[src/design/fdc_pkg.sv]
package fdc_pkg;

    localparam int MAX_DATAGRAM = 65536;
    localparam int OFF_W        = $clog2(MAX_DATAGRAM + 1);

    localparam logic [7:0] MARK_A = 8'h7f;
    localparam logic [7:0] MARK_B = 8'hf7;

    localparam logic [OFF_W-1:0] OFF_START_B   = OFF_W'(1);
    localparam logic [OFF_W-1:0] OFF_VER_LO    = OFF_W'(2);
    localparam logic [OFF_W-1:0] OFF_VER_HI    = OFF_W'(3);
    localparam logic [OFF_W-1:0] OFF_INSTR     = OFF_W'(4);
    localparam logic [OFF_W-1:0] OFF_SOURCE    = OFF_W'(7);
    localparam logic [OFF_W-1:0] OFF_CMD_LO    = OFF_W'(8);
    localparam logic [OFF_W-1:0] OFF_CMD_HI    = OFF_W'(9);
    localparam logic [OFF_W-1:0] OFF_CMD_TYPE  = OFF_W'(10);
    localparam logic [OFF_W-1:0] OFF_LEN0      = OFF_W'(11);
    localparam logic [OFF_W-1:0] OFF_LEN1      = OFF_W'(12);
    localparam logic [OFF_W-1:0] OFF_LEN2      = OFF_W'(13);
    localparam logic [OFF_W-1:0] OFF_LEN3      = OFF_W'(14);
    localparam logic [OFF_W-1:0] OFF_PAYLOAD   = OFF_W'(15);
    localparam logic [OFF_W-1:0] OFF_CNT_LIMIT = OFF_W'(MAX_DATAGRAM);

    localparam int FRAME_OVERHEAD = 21;

    localparam int M_TDATA_W = 88;

    typedef enum logic [2:0] {
        ST_OK       = 3'd0,
        ST_MARKER   = 3'd1,
        ST_VERSION  = 3'd2,
        ST_CHECKSUM = 3'd3,
        ST_LENGTH   = 3'd4
    } fdc_status_t;

    typedef struct packed {
        logic        valid;
        logic        kind;
        logic [7:0]  payload_byte;
        fdc_status_t status;
        logic [7:0]  instruction;
        logic [7:0]  sender_id;
        logic [7:0]  command_id_low;
        logic [7:0]  command_id_high;
        logic [7:0]  command_type;
        logic [31:0] payload_length;
    } fdc_result_t;

endpackage

[src/design/fdc_core.sv]
module fdc_core (
    input  logic                 aclk,
    input  logic                 aresetn,
    input  logic                 en,
    input  logic [7:0]           rx_byte,
    input  logic                 end_of_datagram,
    input  logic [15:0]          expected_version,
    output fdc_pkg::fdc_result_t res
);

    logic [fdc_pkg::OFF_W-1:0] off_reg, off_next;
    logic [7:0]  sum_reg, sum_next;
    logic [7:0]  prev_reg, prev_next;
    logic        start_ok_reg, start_ok_next;
    logic [15:0] ver_reg, ver_next;
    logic [7:0]  instr_reg, instr_next;
    logic [7:0]  src_reg, src_next;
    logic [7:0]  cid_lo_reg, cid_lo_next;
    logic [7:0]  cid_hi_reg, cid_hi_next;
    logic [7:0]  ctype_reg, ctype_next;
    logic [31:0] len_reg, len_next;

    logic        counted;
    logic        payload_hit;
    logic [fdc_pkg::OFF_W-1:0] pay_off;
    logic [fdc_pkg::OFF_W:0]   total;
    logic [32:0] need;
    logic [7:0]  check;
    fdc_pkg::fdc_status_t st;

    always_comb begin
        counted = (off_reg < fdc_pkg::OFF_CNT_LIMIT);

        start_ok_next = start_ok_reg;
        ver_next      = ver_reg;
        instr_next    = instr_reg;
        src_next      = src_reg;
        cid_lo_next   = cid_lo_reg;
        cid_hi_next   = cid_hi_reg;
        ctype_next    = ctype_reg;
        len_next      = len_reg;

        if (counted) begin
            case (off_reg)
                fdc_pkg::OFF_START_B: begin
                    start_ok_next = (prev_reg == fdc_pkg::MARK_A) && (rx_byte == fdc_pkg::MARK_B);
                end
                fdc_pkg::OFF_VER_LO:   ver_next = {8'h00, rx_byte};
                fdc_pkg::OFF_VER_HI:   ver_next = {rx_byte, ver_reg[7:0]};
                fdc_pkg::OFF_INSTR:    instr_next = rx_byte;
                fdc_pkg::OFF_SOURCE:   src_next = rx_byte;
                fdc_pkg::OFF_CMD_LO:   cid_lo_next = rx_byte;
                fdc_pkg::OFF_CMD_HI:   cid_hi_next = rx_byte;
                fdc_pkg::OFF_CMD_TYPE: ctype_next = rx_byte;
                fdc_pkg::OFF_LEN0:     len_next = {len_reg[31:8], rx_byte};
                fdc_pkg::OFF_LEN1:     len_next = {len_reg[31:16], rx_byte, len_reg[7:0]};
                fdc_pkg::OFF_LEN2:     len_next = {len_reg[31:24], rx_byte, len_reg[15:0]};
                fdc_pkg::OFF_LEN3:     len_next = {rx_byte, len_reg[23:0]};
                default: begin
                end
            endcase
        end

        pay_off     = off_reg - fdc_pkg::OFF_PAYLOAD;
        payload_hit = counted && (off_reg >= fdc_pkg::OFF_PAYLOAD) &&
                      (32'(pay_off) < len_reg);

        total = {1'b0, off_reg} + (fdc_pkg::OFF_W+1)'(1);
        need  = {1'b0, len_next} + 33'(fdc_pkg::FRAME_OVERHEAD);
        check = sum_reg - prev_reg + 8'd1;

        if (!counted) begin
            st = fdc_pkg::ST_LENGTH;
        end else if (off_reg < fdc_pkg::OFF_VER_HI || !start_ok_next ||
                     prev_reg != fdc_pkg::MARK_B || rx_byte != fdc_pkg::MARK_A) begin
            st = fdc_pkg::ST_MARKER;
        end else if (ver_next != expected_version) begin
            st = fdc_pkg::ST_VERSION;
        end else if (check != 8'd0) begin
            st = fdc_pkg::ST_CHECKSUM;
        end else if (need > 33'(total)) begin
            st = fdc_pkg::ST_LENGTH;
        end else begin
            st = fdc_pkg::ST_OK;
        end

        res = '0;
        if (end_of_datagram) begin
            res.valid           = 1'b1;
            res.kind            = 1'b1;
            res.status          = st;
            res.instruction     = instr_next;
            res.sender_id       = src_next;
            res.command_id_low  = cid_lo_next;
            res.command_id_high = cid_hi_next;
            res.command_type    = ctype_next;
            res.payload_length  = len_next;
        end else if (payload_hit) begin
            res.valid        = 1'b1;
            res.payload_byte = rx_byte;
        end

        if (end_of_datagram) begin
            off_next      = '0;
            sum_next      = '0;
            prev_next     = '0;
            start_ok_next = 1'b0;
            ver_next      = '0;
            instr_next    = '0;
            src_next      = '0;
            cid_lo_next   = '0;
            cid_hi_next   = '0;
            ctype_next    = '0;
            len_next      = '0;
        end else begin
            off_next  = counted ? off_reg + fdc_pkg::OFF_W'(1) : off_reg;
            sum_next  = (off_reg >= fdc_pkg::OFF_VER_LO) ? sum_reg + rx_byte : sum_reg;
            prev_next = rx_byte;
        end
    end

    always_ff @(posedge aclk) begin
        if (!aresetn) begin
            off_reg      <= '0;
            sum_reg      <= '0;
            prev_reg     <= '0;
            start_ok_reg <= 1'b0;
            ver_reg      <= '0;
            instr_reg    <= '0;
            src_reg      <= '0;
            cid_lo_reg   <= '0;
            cid_hi_reg   <= '0;
            ctype_reg    <= '0;
            len_reg      <= '0;
        end else if (en) begin
            off_reg      <= off_next;
            sum_reg      <= sum_next;
            prev_reg     <= prev_next;
            start_ok_reg <= start_ok_next;
            ver_reg      <= ver_next;
            instr_reg    <= instr_next;
            src_reg      <= src_next;
            cid_lo_reg   <= cid_lo_next;
            cid_hi_reg   <= cid_hi_next;
            ctype_reg    <= ctype_next;
            len_reg      <= len_next;
        end
    end

endmodule

[src/design/frame_deframer_checksum_top.sv]
// Channel   Dir  Handshake         Payload
// s_        in   tvalid/tready     tdata[7:0] rx_byte, tlast end_of_datagram
// m_        out  tvalid/tready     tdata[82:0] result fields, tuser kind
// cfg_      in   wr_en             wr_data[15:0] expected_version
//
// One item per cycle sustained while m_tready is high; a result passes through the
// input register, then frame logic into the result register.
// Reset clears the frame state, both stage valids and sets expected_version to 1.
// A stall on m_tready holds the result register and then the input register;
// an input item that yields no result still waits for a free result slot.
module frame_deframer_checksum_top (
    input  logic        aclk,
    input  logic        aresetn,
    input  logic        s_tvalid,
    output logic        s_tready,
    input  logic [7:0]  s_tdata,  // [7:0] rx_byte
    input  logic        s_tlast,
    output logic        m_tvalid,
    input  logic        m_tready,
    // [7:0] payload_byte, [10:8] status, [18:11] instruction, [26:19] sender_id,
    // [34:27] command_id_low, [42:35] command_id_high, [50:43] command_type,
    // [82:51] payload_length, [87:83] zero
    output logic [fdc_pkg::M_TDATA_W-1:0] m_tdata,
    output logic        m_tuser,  // [0] kind
    input  logic        cfg_wr_en,
    input  logic [15:0] cfg_wr_data
);

    logic        in_valid_reg;
    logic [7:0]  in_byte_reg;
    logic        in_last_reg;
    logic [15:0] ver_cfg_reg;
    logic        advance;
    fdc_pkg::fdc_result_t res;
    fdc_pkg::fdc_result_t out_reg;
    logic        out_valid_reg;

    assign advance  = !out_valid_reg || m_tready;
    assign s_tready = !in_valid_reg || advance;

    always_ff @(posedge aclk) begin
        if (!aresetn) begin
            ver_cfg_reg <= 16'd1;
        end else if (cfg_wr_en) begin
            ver_cfg_reg <= cfg_wr_data;
        end
    end

    always_ff @(posedge aclk) begin
        if (!aresetn) begin
            in_valid_reg <= 1'b0;
        end else if (s_tready) begin
            in_valid_reg <= s_tvalid;
        end
    end

    always_ff @(posedge aclk) begin
        if (s_tready && s_tvalid) begin
            in_byte_reg <= s_tdata;
            in_last_reg <= s_tlast;
        end
    end

    fdc_core u_core (
        .aclk             (aclk),
        .aresetn          (aresetn),
        .en               (in_valid_reg && advance),
        .rx_byte          (in_byte_reg),
        .end_of_datagram  (in_last_reg),
        .expected_version (ver_cfg_reg),
        .res              (res)
    );

    always_ff @(posedge aclk) begin
        if (!aresetn) begin
            out_valid_reg <= 1'b0;
        end else if (advance) begin
            out_valid_reg <= in_valid_reg && res.valid;
        end
    end

    always_ff @(posedge aclk) begin
        if (advance && in_valid_reg && res.valid) begin
            out_reg <= res;
        end
    end

    assign m_tvalid = out_valid_reg;
    assign m_tuser  = out_reg.kind;
    assign m_tdata  = {5'd0, out_reg.payload_length, out_reg.command_type,
                       out_reg.command_id_high, out_reg.command_id_low,
                       out_reg.sender_id, out_reg.instruction,
                       3'(out_reg.status), out_reg.payload_byte};

endmodule

[config.mk]
export PLATFORM = sky130hd
export DESIGN_NAME = frame_deframer_checksum_top
export DESIGN_NICKNAME = d
export VERILOG_FILES = /design/src/design/fdc_pkg.sv /design/src/design/fdc_core.sv /design/src/design/frame_deframer_checksum_top.sv
export SDC_FILE = /design/constraint.sdc
export NUM_CORES = 1
export LEC_CHECK = 0
export BUFFER_PORTS_ARGS = -buffer_cell sky130_fd_sc_hd__buf_4
export CORE_UTILIZATION = 60
export CTS_CLUSTER_DIAMETER = 60
export DETAILED_ROUTE_END_ITERATION = 6
export GPL_ROUTABILITY_DRIVEN = 1
export GPL_TIMING_DRIVEN = 0
export PLACE_DENSITY_LB_ADDON = 0.1
export SLEW_MARGIN = 20
export SYNTH_ARGS = -nofsm -noshare
export SYNTH_HDL_FRONTEND = slang
export SYNTH_SLANG_ARGS = --single-unit
[constraint.sdc]
create_clock -name aclk -period 11.6 [get_ports aclk]
set_clock_uncertainty 0.05 [all_clocks]
set_input_delay 2.9 -clock aclk [delete_from_list [all_inputs] [get_ports aclk]]
set_output_delay 2.9 -clock aclk [all_outputs]
set_load 0.02 [all_outputs]
======== Yosys cells after proc, flatten, opt, wreduce, memory -nomap -nowiden ========
Cells that the tools add are included.
cells by class
  add/sub/neg operators ................... 7
  magnitude comparators ................... 6
  equal/unequal tests ..................... 17
  muxes and demuxes ....................... 37
  bitwise operators ....................... 3
  reductions and logical operators ........ 23
operator list
  operator               number
  $mux 8                 18
  $pmux 32 s4            1
  $eq 17x4->1 const B    7
  $mux 32                2
  $eq 17x2->1 const B    2
  $eq 17x3->1 const B    2
  $mux 17                2
  $add 32x5->33 const B  1
  $gt 33x18->1           1
  $lt 17x32->1           1
  $mux 16                2
  $pmux 16 s2            1
  $add 17x1->18 const B  1
  $add 17x1->17 const B  1
  $eq 17x1->1 const B    1
  $ge 17x2->1 const B    1
  $ge 17x4->1 const B    1
  $lt 17x17->1 const B   1
  $lt 17x2->1 const B    1
  $sub 17x4->17 const B  1
  $ne 16x16->1           1
  $mux 3                 5
  $add 8x1->8 const B    1
  $add 8x8->8            1
  other kinds (15)       37
word-level totals
  register bits after elaboration ......... 233
  bits of input ports ..................... 30
  output and inout port bits .............. 91
  logic and storage cells ................. 120

======== Depth between registers and ports, before layout ========
Gate-level depths: netlist (run 1).
  depth in word-level cells ............... 10
  depth in mapped cells ................... 24
  depth with buffers taken out ............ 22

======== Cells and area by module ========
From an unflattened synthesis (run 1), not the netlist that was laid out.
second synthesis, totals
  cells, all modules ...................... 1455
  area, all modules ....................... 13520.5 um^2
modules (own cells, without submodules)
  module                       instances  cells an instance  area an instance (um^2)  seq. area each (um^2)
  fdc_core                     1          1292               9974.6                   2442.3
  frame_deframer_checksum_top  1          163                3545.9                   3153.0

======== Worst setup path after synthesis (run 1) ========
OpenSTA, ideal clock, no wires.
  path type ............................... input-to-reg
  from .................................... in m_tready
  to ...................................... reg out_reg, in the netlist m_tdata[0] (enable)
  setup time .............................. 0.554 ns
  arrival time ............................ 7.791 ns
  data required time ...................... 10.996 ns
  slack ................................... 3.205 ns
  stages .................................. 6
  path buffers ............................ 3
  cell sequence ........................... nor2b_1 > nand2b_1 > clkbuf_1 > clkbuf_1 > buf_1 > a21oi_1
between the ends
  longest elaborated chain between the ends .. 3
ends and longest elaborated chain
  what                             RTL line                           RTL
  start, declared                  frame_deframer_checksum_top.sv:19  input logic m_tready,
  $logic_or 1x1->1                 frame_deframer_checksum_top.sv:38  assign advance = !out_valid_reg || m_tready;
  $logic_and 1x1->1 (2 in series)  frame_deframer_checksum_top.sv:83  if (advance && in_valid_reg && res.valid) begin
  end signal, assigned             frame_deframer_checksum_top.sv:84  out_reg <= res;
  end, declared                    frame_deframer_checksum_top.sv:35  fdc_pkg::fdc_result_t out_reg;
Every way passes these cells.
A chain may end at the register's enable or synchronous reset.

======== Worst setup path in the final report (run 1) ========
  from .................................... reg u_core.off_reg[1] in the netlist's numbering
  to ...................................... reg out_reg, in the netlist m_tdata[10], data pin
between the ends
  longest elaborated chain between the ends .. 10
  elaborated cells on any way between the ends .. 28
  those cells by class .................... 2 x add/sub; 3 x order compare; 8 x eq/ne; 11 x mux; 4 x reduce/logical
ends and longest elaborated chain
  what                                                                   RTL line         RTL
  start, declared                                                        fdc_core.sv:11   logic [fdc_pkg::OFF_W-1:0] off_reg, off_next;
  start signal, assigned                                                 fdc_core.sv:136  off_reg <= off_next;
  parallel branches: the longest is 9 deep, another holds $add 32x5->33  --
  $mux 3 *                                                               fdc_core.sv:72   if (!counted) begin
Mark *: on every way between the ends.

==> impl_metrics.env, run 1 <==
export IMPL_fin_nets=1649
export IMPL_cts_inserted_buffers=27
export IMPL_clk_pin_slew_worst_paths_ps=70
export IMPL_core_area_sq_um=21100
export IMPL_area_delta_synth_final_pct=17.5
export IMPL_detail_route_wl_per_cell_um=22.1
export IMPL_rsz_0062_raised_after_global_routing="no"
export IMPL_finalSetupViolations=0
export IMPL_firstDrtPassIters=6
export IMPL_critPathRequiredTime_ps=11820
export IMPL_cellInternalPower_uw=1430
export IMPL_min_period_ps=7090
export IMPL_cts_sinks=233
export IMPL_leakage_uw=0.00584
export IMPL_number_of_enable_flip_flop_cells_after_synthesis=93
export IMPL_vdd_ir_drop_worst_mv=0.134
export IMPL_slew_headroom_pct=32.2
export IMPL_grt_antenna_before_repair=0
export IMPL_hold_worst_slack_ps=405
export IMPL_net_switching_power_uw=477
export IMPL_via_count=11600
export IMPL_syn_area_sq_um=13000
export IMPL_via_per_inst=6.26
export IMPL_clockPowerShare_pct=47.0
export IMPL_final_min_period_over_clock_period_pct=61.1
export IMPL_netlist_cell_type_count=71
export IMPL_hp_class="reg -> reg"
export IMPL_dp_hpwl_um=29800
export IMPL_seq_power_share_pct=45.6
export IMPL_global_route_wire_length_before_repair_um=62200
export IMPL_min_path_cells=0
export IMPL_die_w_um=149
export IMPL_timing_critical_path_fanout_max=10
export IMPL_totalWireLength_um=41100
export IMPL_grt_start_max_net_pins=26
export IMPL_max_slew_worst_pin_slew_ps=1010
export IMPL_holdBufCountCts=0
export IMPL_postSynthAreaPerCell_sq_um=9.22
export IMPL_globalRouteOverflowTotal=0
export IMPL_tritoncts="yes"
export IMPL_worst_ep_arrival_time_ps=7310
export IMPL_floorplan_io_pins=121
export IMPL_netlist_area_leader_share_pct=21.6
export IMPL_pwr_density_cell_nw_per_um2=125
export IMPL_ctsLongestPathBuffers=3
export IMPL_slew_viol_final=0
export IMPL_layout_drive_gt1_share_pct=12.1
export IMPL_yosysTopAreaCell="sky130_fd_sc_hd__dfxtp_1"
export IMPL_drc_errors=0
export IMPL_cts_repair_timing_setup_buffer_count=0
export IMPL_placement_io_buffers=113
export IMPL_ys_ff_latch=233
export IMPL_placement_rows=53
export IMPL_gp_routability_congestion=0.996
export IMPL_cts_resized_gates=0
export IMPL_postSynth_asyncResetShare_pct=0
export IMPL_detail_route_iter0_violations=1528
export IMPL_syn_instance_count=1408
export IMPL_combPwrFrac_pct=7.4
export IMPL_worst_r2r_setup_slack_ps=4510
export IMPL_timing_critical_path_from_type="flip-flop"
export IMPL_power_switching_fraction_pct=25.0
export IMPL_die_ar_sq_um=22200
export IMPL_critical_path_endpoint_type="flip-flop"
export IMPL_synth_seq_area_share_pct=43.1
export IMPL_effective_utilization_at_floorplan_pct=61.5
export IMPL_cts_htree_levels=1
export IMPL_setup_worst_path_class="reg -> reg"
export IMPL_worstSkewPairLatency_ps=570
export IMPL_die_h_um=149
export IMPL_worst_r2r_cell_count=22
export IMPL_synth_warnings=0
export IMPL_max_clock_freq_mhz=141
export IMPL_global_route_usage_total_pct=37.1
export IMPL_largest_register_ffs=83
export IMPL_totalNegativeSetupSlack_ps=0
export IMPL_clock_root_buffer="sky130_fd_sc_hd__clkbuf_16"
export IMPL_grt_pass1_vias=10900
export IMPL_drv_max_cap_violation_count=0
export IMPL_ant_nets=0
export IMPL_num_antenna_cells=0
export IMPL_postLayoutCellArea_sq_um=15200
export IMPL_synth_area_top_cells="sky130_fd_sc_hd__dfxtp_1 (22%), sky130_fd_sc_hd__edfxtp_1 (22%), sky130_fd_sc_hd__nor2b_1 (5.9%), sky130_fd_sc_hd__ha_1 (5.7%), sky130_fd_sc_hd__a22oi_1 (5.3%)"
export IMPL_result_of_the_run="finished clean"
export IMPL_dpl_instance_area_sq_um=14300
export IMPL_ys_flop_type="sky130_fd_sc_hd__dfxtp_1"
export IMPL_timing_final_hold_violations=0
[metrics by stage]
step	total power [uW]	setup slack, ps	util (%)	cells
5_1_grt	1960	4190	72.3	1854
2_1_floorplan	966	3210	-	1412
4_1_cts	1910	4710	72.3	1854
6_report	1910	4510	72.3	1854
3_3_place_gp	1020	1270	67.3	1800
3_5_place_dp	1030	4740	67.9	1804
[logic make-up after synthesis]
kind of cell / Yosys count / share of synthesized area [%]
simple gates: 524 / 21.4
xor+xnor: 74 / 4.99
mux: 46 / 3.57
fa+ha+maj: 61 / 6.00
compound gates: 331 / 16.6
buf+inv: 138 / 4.28
other cells: 1 / 0.0289
flops: 233 / 43.1
[worst max-delay path: stages, from the launching register on]
cell	delay, ps
sky130_fd_sc_hd__dfxtp_1	500
sky130_fd_sc_hd__ha_1	210
sky130_fd_sc_hd__clkbuf_1	380
sky130_fd_sc_hd__or4bb_1	490
sky130_fd_sc_hd__nor4_4	700
sky130_fd_sc_hd__clkbuf_1	410
sky130_fd_sc_hd__nand2_1	80
sky130_fd_sc_hd__o21ai_0	200
sky130_fd_sc_hd__ha_1	280
sky130_fd_sc_hd__o21ai_0	90
sky130_fd_sc_hd__mux2_2	330
sky130_fd_sc_hd__a21bo_2	300
sky130_fd_sc_hd__nor3_4	330
sky130_fd_sc_hd__nand2_1	120
sky130_fd_sc_hd__xnor2_1	180
sky130_fd_sc_hd__ha_1	300
sky130_fd_sc_hd__nand4_1	200
sky130_fd_sc_hd__nor2_1	190
sky130_fd_sc_hd__nand3_1	90
sky130_fd_sc_hd__o32ai_1	640
sky130_fd_sc_hd__o21ai_0	220
sky130_fd_sc_hd__nor4_1	390
sky130_fd_sc_hd__a31oi_1	130
[cell usage after synthesis (4+ instances only)]
cell                        instances
sky130_fd_sc_hd__a2bb2oi_1          4
sky130_fd_sc_hd__o21ai_0           41
sky130_fd_sc_hd__a21oi_1          105
sky130_fd_sc_hd__clkbuf_1          76
sky130_fd_sc_hd__inv_1             44
sky130_fd_sc_hd__ha_1              59
sky130_fd_sc_hd__edfxtp_1          93
sky130_fd_sc_hd__buf_1              5
sky130_fd_sc_hd__nor4_1            14
sky130_fd_sc_hd__nor3_1            28
sky130_fd_sc_hd__buf_4              5
sky130_fd_sc_hd__and2_1            34
sky130_fd_sc_hd__nand3b_1           7
sky130_fd_sc_hd__and3_1            12
sky130_fd_sc_hd__dfxtp_1          140
sky130_fd_sc_hd__a31oi_1            7
sky130_fd_sc_hd__or3_1              6
sky130_fd_sc_hd__a22o_1             4
sky130_fd_sc_hd__o21a_1             9
sky130_fd_sc_hd__a21o_1            21
sky130_fd_sc_hd__nand2_1           75
sky130_fd_sc_hd__and4_1             4
sky130_fd_sc_hd__xnor2_1           43
sky130_fd_sc_hd__nor2_1           143
sky130_fd_sc_hd__o22ai_1            4
sky130_fd_sc_hd__nand3_1           21
sky130_fd_sc_hd__a211oi_1           8
sky130_fd_sc_hd__nor2b_1          123
sky130_fd_sc_hd__xor2_1            31
sky130_fd_sc_hd__nand2b_1           5
sky130_fd_sc_hd__mux2i_1           44
sky130_fd_sc_hd__a22oi_1           92
sky130_fd_sc_hd__nand4b_1           4
sky130_fd_sc_hd__nand4_1           26
sky130_fd_sc_hd__a32oi_1            6
sky130_fd_sc_hd__nor3b_1            4
[cells in the final DEF (no fill, tap or decap), drive strengths merged, types with 34 or more instances in the layout]
cell type    n
a21oi      105
a22oi       92
and2        34
buf        132
clkbuf     107
dfxtp      140
edfxtp      93
ha          59
inv         48
mux2i       44
nand2       75
nor2       143
nor2b      123
o21ai       43
xnor2       43
[power by group through the flow]
stage / Combinational, uW / Clock [uW] / Sequential [uW]
3_5_place_dp: 136 / 0 / 889
5_1_grt: 148 / 936 / 873
2_1_floorplan: 72.1 / 0 / 894
4_1_cts: 137 / 900 / 871
6_report: 141 / 898 / 872
3_3_place_gp: 130 / 0 / 891
[layer usage]
| metal | track usage (%) | wire, um | vias to the layer above |
|---|---|---|---|
| li1 | - | - | 5332 |
| met1 | 51.0 | 16800 | 5477 |
| met2 | 57.3 | 18100 | 686 |
| met3 | 6.24 | 4280 | 120 |
| met4 | 16.4 | 1870 | 0 |
| met5 | 0 | 0 | - |
[layout make-up]
type / count / area (sq um)
Multi-Input combinational cell: 1041 / 6860
Fill cell: 1599 / 5840
Sequential cell: 233 / 5600
Timing Repair Buffer: 117 / 958
Clock buffer: 31 / 691
Buffer: 91 / 379
Tap cell: 275 / 344
Clock inverter: 19 / 240
Inverter: 47 / 176
[worst paths after layout]
check	start	endpoint
worst max-delay path	u_core.off_reg[1]	m_tdata[10]
worst min-delay path	in_last_reg	m_tuser
worst max register to register	u_core.off_reg[1]	m_tdata[10]
worst min register to register	in_last_reg	m_tuser
Note: power is estimated with default switching activity, not from simulation.
==> run 2: changes to the inputs <==
- CORE_UTILIZATION: 60 -> 54
- clock period: 11.6 -> 5.9 ns (I/O delays scaled with it)
==> impl_metrics.env, run 2 (synthesis gave the netlist of run 1 again) <==
export IMPL_postLayoutCoreUtil_pct=65.0
export IMPL_min_period_ps=5690
export IMPL_timing_critical_path_cells="clkinv_1, nor2_4, mux2_2, ha_2, o21ai_0, mux2_2, a21bo_2, nor2_1, o31ai_1, xnor2_1, ha_1, nand4_1, nor2_2, nand3_1, o32ai_4, o21ai_0, nor4_1, a31oi_1"
export IMPL_slew_viol_final=0
export IMPL_global_route_wire_length_before_repair_um=62800
export IMPL_ctsLongestPathBuffers=3
export IMPL_placement_io_buffers=113
export IMPL_gp_routability_congestion=1.00
export IMPL_max_slew_worst_pin_slew_ps=1140
export IMPL_pwr_density_cell_nw_per_um2=238
export IMPL_timing_critical_path_fanout_max=9
export IMPL_globalRouteOverflowTotal=0
export IMPL_setup_worst_path_class="reg -> reg"
export IMPL_layout_setup_ws_ps=207
export IMPL_final_min_period_over_clock_period_pct=96.5
export IMPL_global_route_usage_total_pct=34.2
export IMPL_effective_utilization_at_floorplan_pct=55.1
export IMPL_post_layout_nonfiller_instances=1902
export IMPL_timing_final_hold_violations=0
export IMPL_timing_critical_path_from_type="flip-flop"
export IMPL_placement_rows=56
export IMPL_totalWireLength_um=42500
export IMPL_layout_drive_gt1_share_pct=12.9
export IMPL_pre_cts_ws_ps=-841
export IMPL_critPathRequiredTime_ps=6120
export IMPL_crit_path_largest_cell_delay_ps=690
export IMPL_area_delta_synth_final_pct=18.0
export IMPL_drv_max_cap_violation_count=0
export IMPL_result_of_the_run="finished clean"
export IMPL_fin_nets=1651
export IMPL_clk_pin_slew_worst_paths_ps=60
export IMPL_grt_start_max_net_pins=28
export IMPL_worstPathBufferInverterCount=1
export IMPL_path_delay_family="simple AND/OR/NAND/NOR gates"
export IMPL_worstSkewPairLatency_ps=550
export IMPL_grt_antenna_before_repair=1
export IMPL_tritoncts="yes"
export IMPL_die_w_um=157
export IMPL_detail_route_iter0_violations=1129
export IMPL_via_count=11700
export IMPL_grt_pass1_vias=10800
export IMPL_totalNegativeSetupSlack_ps=0
export IMPL_finalSetupViolations=0
export IMPL_clock_root_buffer="sky130_fd_sc_hd__clkbuf_16"
export IMPL_firstDrtPassIters=7
export IMPL_core_area_sq_um=23500
export IMPL_floorplan_io_pins=121
export IMPL_layout_cells_most_common_list="sky130_fd_sc_hd__nor2_1 (141), sky130_fd_sc_hd__dfxtp_1 (138), sky130_fd_sc_hd__nor2b_1 (123), sky130_fd_sc_hd__buf_4 (121), sky130_fd_sc_hd__a21oi_1 (104)"
export IMPL_vdd_ir_drop_worst_mv=0.239
export IMPL_leakage_uw=0.00584
export IMPL_largest_register_ffs=83
export IMPL_max_clock_freq_mhz=176
export IMPL_cts_sinks=233
export IMPL_dp_cells=1848
export IMPL_cts_htree_levels=1
export IMPL_rsz_0062_raised_after_global_routing="no"
export IMPL_die_h_um=157
export IMPL_worst_ep_arrival_time_ps=5910
export IMPL_worst_r2r_setup_slack_ps=210
export IMPL_slew_headroom_pct=23.9
export IMPL_most_common_cell_after_layout_fill_and_taps_aside="sky130_fd_sc_hd__nor2_1"
export IMPL_cts_inserted_buffers=28
export IMPL_drc_errors=0
export IMPL_die_ar_sq_um=24700
export IMPL_detail_route_wl_per_cell_um=22.3
export IMPL_critical_path_endpoint_type="flip-flop"
export IMPL_ant_nets=0
export IMPL_via_per_inst=6.15
export IMPL_dp_hpwl_um=30700
export IMPL_critPathSlowestCell="sky130_fd_sc_hd__edfxtp_1"
export IMPL_hp_class="reg -> reg"
run 2: changes by cell type in the layout (fill, tap and decap cells not counted), sizes merged:
cell,before,now
buf,132,135
inv,48,47
clkbuf,107,112
bufinv,4,0
diode,0,1
clkinv,11,12
clkinvlp,3,2
run 2: per-stage QoR:
step	hold slack (ps)	power [uW]	area, sq um
2_1_floorplan	374	1900	13000
3_3_place_gp	381	2010	14200
3_5_place_dp	411	2020	14300
4_1_cts	413	3640	15300
5_1_grt	424	3730	15300
6_report	413	3650	15300
run 2: power by group:
group | switching (uW) | internal, uW
sequential | 21.5 | 1690
combinational | 190 | 90.6
clock | 724 | 931
run 2: what timing repair did:
item                       4_1_cts  5_1_grt
hold buffers                     0        0
gates resized for setup          5       13
setup buffers                    1        2
hold endpoints to repair         0        0
setup endpoints to repair        1        1
pin swaps                        1        4
run 2: worst reg2reg max path, cell delays in order, from the launching register on:
cell and delay [ps]:
sky130_fd_sc_hd__edfxtp_1 690, sky130_fd_sc_hd__clkinv_1 690, sky130_fd_sc_hd__nor2_4 520, sky130_fd_sc_hd__mux2_2 300, sky130_fd_sc_hd__ha_2 210, sky130_fd_sc_hd__o21ai_0 80, sky130_fd_sc_hd__mux2_2 330, sky130_fd_sc_hd__a21bo_2 300
sky130_fd_sc_hd__nor2_1 210, sky130_fd_sc_hd__o31ai_1 120, sky130_fd_sc_hd__xnor2_1 140, sky130_fd_sc_hd__ha_1 300, sky130_fd_sc_hd__nand4_1 200, sky130_fd_sc_hd__nor2_2 220, sky130_fd_sc_hd__nand3_1 160, sky130_fd_sc_hd__o32ai_4 290
sky130_fd_sc_hd__o21ai_0 130, sky130_fd_sc_hd__nor4_1 330, sky130_fd_sc_hd__a31oi_1 150
run 2: routing by layer:
metal	GRT usage (%)	vias to the layer above	share of wire [%]
met5	0	-	0
met4	16.9	0	4.8
li1	-	5371	-
met1	46.5	5551	41
met2	51.5	638	43
met3	7.35	128	11
run 2: layout make-up:
type                       count  area (sq um)
inverter                      47           176
clock inverter                14          98.8
sequential                   233          5600
antenna                        1          2.50
tap                          319           399
multi-input combinational   1041          6920
buffer                        89           375
clock buffer                  38           778
timing repair buffer         120           965
fill                        2050          8230
run 2: worst paths after layout:
| path | from | to | depth (start not counted) |
|---|---|---|---|
| worst max register to register | in_byte_reg[0] | m_tdata[10] | 18 |
| worst min register to register | in_last_reg | m_tuser | 0 |
| worst max-delay path | in_byte_reg[0] | m_tdata[10] | 18 |
| worst min-delay path | in_last_reg | m_tuser | 0 |
